### src/hdl/sit_ram.sv
// generic single write port ram with registered read
`timescale 1ns / 1ps

module sit_ram #(
	parameter int WIDTH = 32,
	parameter int DEPTH = 16,
	localparam int AW   = $clog2(DEPTH)
) (
	input  logic             clk,
	input  logic             we,
	input  logic [AW-1:0]    waddr,
	input  logic [WIDTH-1:0] wdata,
	input  logic [AW-1:0]    raddr,
	output logic [WIDTH-1:0] rdata
);

	logic [WIDTH-1:0] mem [DEPTH];

	always_ff @(posedge clk) begin
		if (we) begin
			mem[waddr] <= wdata;
		end
		rdata <= mem[raddr];
	end

endmodule

### config.mk
export PLATFORM = sky130hd
export DESIGN_NAME = sit_ram
export DESIGN_NICKNAME = d
export VERILOG_FILES = /design/src/hdl/sit_ram.sv
export SDC_FILE = /design/constraint.sdc
export NUM_CORES = 1
export LEC_CHECK = 0
export ABC_AREA = 1
export BUFFER_PORTS_ARGS = -buffer_cell sky130_fd_sc_hd__buf_2
export CORE_ASPECT_RATIO = 2
export CORE_MARGIN = 10
export CORE_UTILIZATION = 45
export CTS_CLUSTER_SIZE = 28
export DETAILED_ROUTE_END_ITERATION = 10
export PLACE_DENSITY = 0.66
export SYNTH_ARGS = -nofsm -noshare
export SYNTH_HDL_FRONTEND = slang
export SYNTH_SLANG_ARGS = --single-unit
### constraint.sdc
create_clock -name clk -period 2.15 [get_ports clk]
set_input_delay 0.3225 -clock clk [delete_from_list [all_inputs] [get_ports clk]]
set_output_delay 0.3225 -clock clk [all_outputs]
set_load 0.005 [all_outputs]
==> impl_summary.txt <==
----------------------------------------------------
[Detailed routing]
  Final routed wirelength across all metal layers ... 56,200 µm
  Number of iterations in the first detailed-routing pass ... 5
  Wire length per cell ... 19.5 µm
  Mean number of vias per cell ... 5.12
  Number of DRC markers in iteration 0 ... 1,341
  Post-route ant nets ... 0
  Count of unresolved DRC violations after routing ... 0
  Via count ... 14,760

[Timing]
  Setup repair after global routing missed its margin ... false
  Post-route clock skew ... 22.3 ps
  Total count of max-transition violations in the final report ... 0
  Transition at the pin with the smallest max-transition slack ... 823 ps
  Worst-case headroom to the max-slew limit ... 0.451
  Share of the cycle needed by the critical path after routing ... 0.704
  Min Tclk post-route ... 1510 ps
  Hold Vio Cnt, Final ... 0
  Setup-violating endpoint count in the final report ... 0
  Fmax ... 0.661 GHz

[Clock network]
  Number of hold-repair buffers added at the cts stage ... 0
  Clock buffer depth ... 3
  Clock insertion delay at the later pin of the skew report ... 590 ps
  CTS H-tree depth ... 2
  Post-CTS Setup Repair Bufs ... 0
  Gates resized, CTS repair ... 0
  CTS tree ... yes
  Clock buffers created by TritonCTS ... 47
  Number of sinks handled by clock tree synthesis ... 544
  Clock edge transition at the registers on the reported setup and hold paths ... 70 ps
  Clock root cell ... clkbuf_16

[Critical path]
  Largest incremental delay on the critical path ... 450 ps
  Launch instance of the worst register-to-register path ... mem[13][17]$_DFFE_PP_
  Kind of critical path ... flop to output pin
  CP Launch Type ... flop
  Critical path launch point ... rdata[9]$_DFF_P_
  Critical path cell sequence ... buf_2
  Critical Path End Type ... output pin
  Worst path bufs/invs ... 1
  Family of cells with the greatest summed delay on the critical path ... flip-flops
  Required time worst endpoint ... 1830 ps
  Largest fanout on the critical path ... 1
  Cell with the largest stage delay on the worst path ... dfxtp_1
  Crit path arrival time ... 1190 ps

[Global routing]
  Global-route wire length before repair ... 85,800 µm
  Number of global-route vias before repair ... 14,751
  Global router's overall resource usage ... 0.185
  Antenna violations before repair ... 3
  Maximum number of pins on one net before global-route repair ... 76
  Overall overflow remaining after global route ... 0

[Synthesis]
  Area share of the largest cell type after synthesis ... 0.676
  Yosys warning total ... 0
  Avg Inst Size Synth ... 10.7 µm²
  Cells taking the most area after synthesis ... edfxtp_1, nand2_1, nand3_1, inv_1, dfxtp_1
  Proportion of synthesized chip area in sequential cells ... 0.705
  Cell taking the most area after synthesis ... edfxtp_1
  Count of mapped cells out of synthesis ... 2,120
  Syn Std Cell Area ... 22,700 µm²
  #FFs+latches synth ... 544
  Net count after synthesis ... 2,162
  Unique masters post-synth ... 15

[Worst hold path]
  Worst hold path class ... input port to flop
  Worst min-delay path startpoint ... wdata[10]

[Power and ir drop]
  Cell Pwr Density ... 853 nW/µm²
  Post-layout total power ... 21.8 mW
  IR Drop Worst-Case VDD ... 0.592 mV
  Leakage power figure ... 10.9 nW

[Place]
  Placed instance count ... 2,796
  Global placement routability congestion ... 0.826
  HPWL reported at the end of detailed placement ... 33,300 µm
  # port buffers ... 73

[Final layout]
  Ratio of cells with drive above 1 in the final layout ... 0.100
  Number of antenna repair diodes ... 0
  Post-synthesis to final-layout area growth ... 12.4%
  Layout Cells excl Fill ... 2,882
  Fillers ... 4,309
  Storage cell area ... 16,000 µm²
  Layout net count ... 2,238
  Most frequent standard cell in the layout excluding fill and tap cells ... nand2_1
  Most used cells in the layout excluding fill and tap cells ... nand2_1, edfxtp_1, inv_1
  Multi-input gate area in the final layout ... 4670 µm²

[Run]
  Total of max-cap violations ... 0

[Die]
  Die Outline Area ... 60,400 µm²
  Core Area ... 50,100 µm²
  Number of I/O pins ... 74
  Chip Height ... 338 µm
  Initial core utilization ... 0.454
  Die span in x ... 179 µm
  Standard-cell rows ... 116

[Status]
  Run status ... finished clean

----------------------------------------------------
-- logic make-up after synthesis --
| group | count (synthesis) | share of synthesized area |
|---|---|---|
| and+or+nand+nor | 1081 | 0.200 |
| DFF | 544 | 0.705 |
| buffers and inverters | 495 | 0.0954 |
-- cells in the mapped netlist --
library cell and n:
buf_1 14, buf_12 1, buf_2 41, buf_4 6
buf_6 29, clkbuf_1 14, dfxtp_1 32, edfxtp_1 512
inv_1 388, inv_2 1, inv_4 1, nand2_1 677
nand3_1 385, nand3b_1 2, nor2_1 17
-- stage by stage --
step | hold WS, ps | cell area (µm²) | setup slack, ps | TNS (ps) | utilization
global route | 120 | 25600 | 624 | 0 | 0.510
global placement | 645 | 24000 | 432 | 0 | 0.480
CTS | 96.1 | 25600 | 626 | 0 | 0.510
detailed placement | 642 | 24000 | 392 | 0 | 0.480
finish | 116 | 25600 | 636 | 0 | 0.510
floorplan | 421 | 22700 | -165 | -52750 | -
-- state kept, by name (all words and copies together), names as in the netlist --
signal and cells:
mem 512, rdata 32
-- power by group --
group          switching [mW]  internal, mW
Sequential             0.0809          11.8
Clock                    3.79          4.65
Combinational            1.01         0.421
-- worst paths after layout --
kind                                               to  cells after the start  slack, ps
worst min register to register      rdata[25]$_DFF_P_                      6        650
worst min-delay path            mem[10][10]$_DFFE_PP_                      1        120
worst max register to register      rdata[17]$_DFF_P_                      6       1070
worst max-delay path                         rdata[9]                      1        640
-- area by class of cell --
type,count,share of cell area
clock inverter,26,0.0101
multi-input combinational,1081,0.183
tap,649,0.0318
timing repair buffer,132,0.0422
sequential,544,0.627
inverter,390,0.0576
clock buffer,60,0.0491
-- metal layers --
layer | GRT usage | part of all wire | vias up
li1 | - | - | 6979
met1 | 0.225 | 0.39 | 7188
met2 | 0.326 | 0.52 | 485
met3 | 0.0232 | 0.054 | 102
met4 | 0.0720 | 0.033 | 6
met5 | 0 | 0.00080 | -
Power figures use the tool's default switching activity.
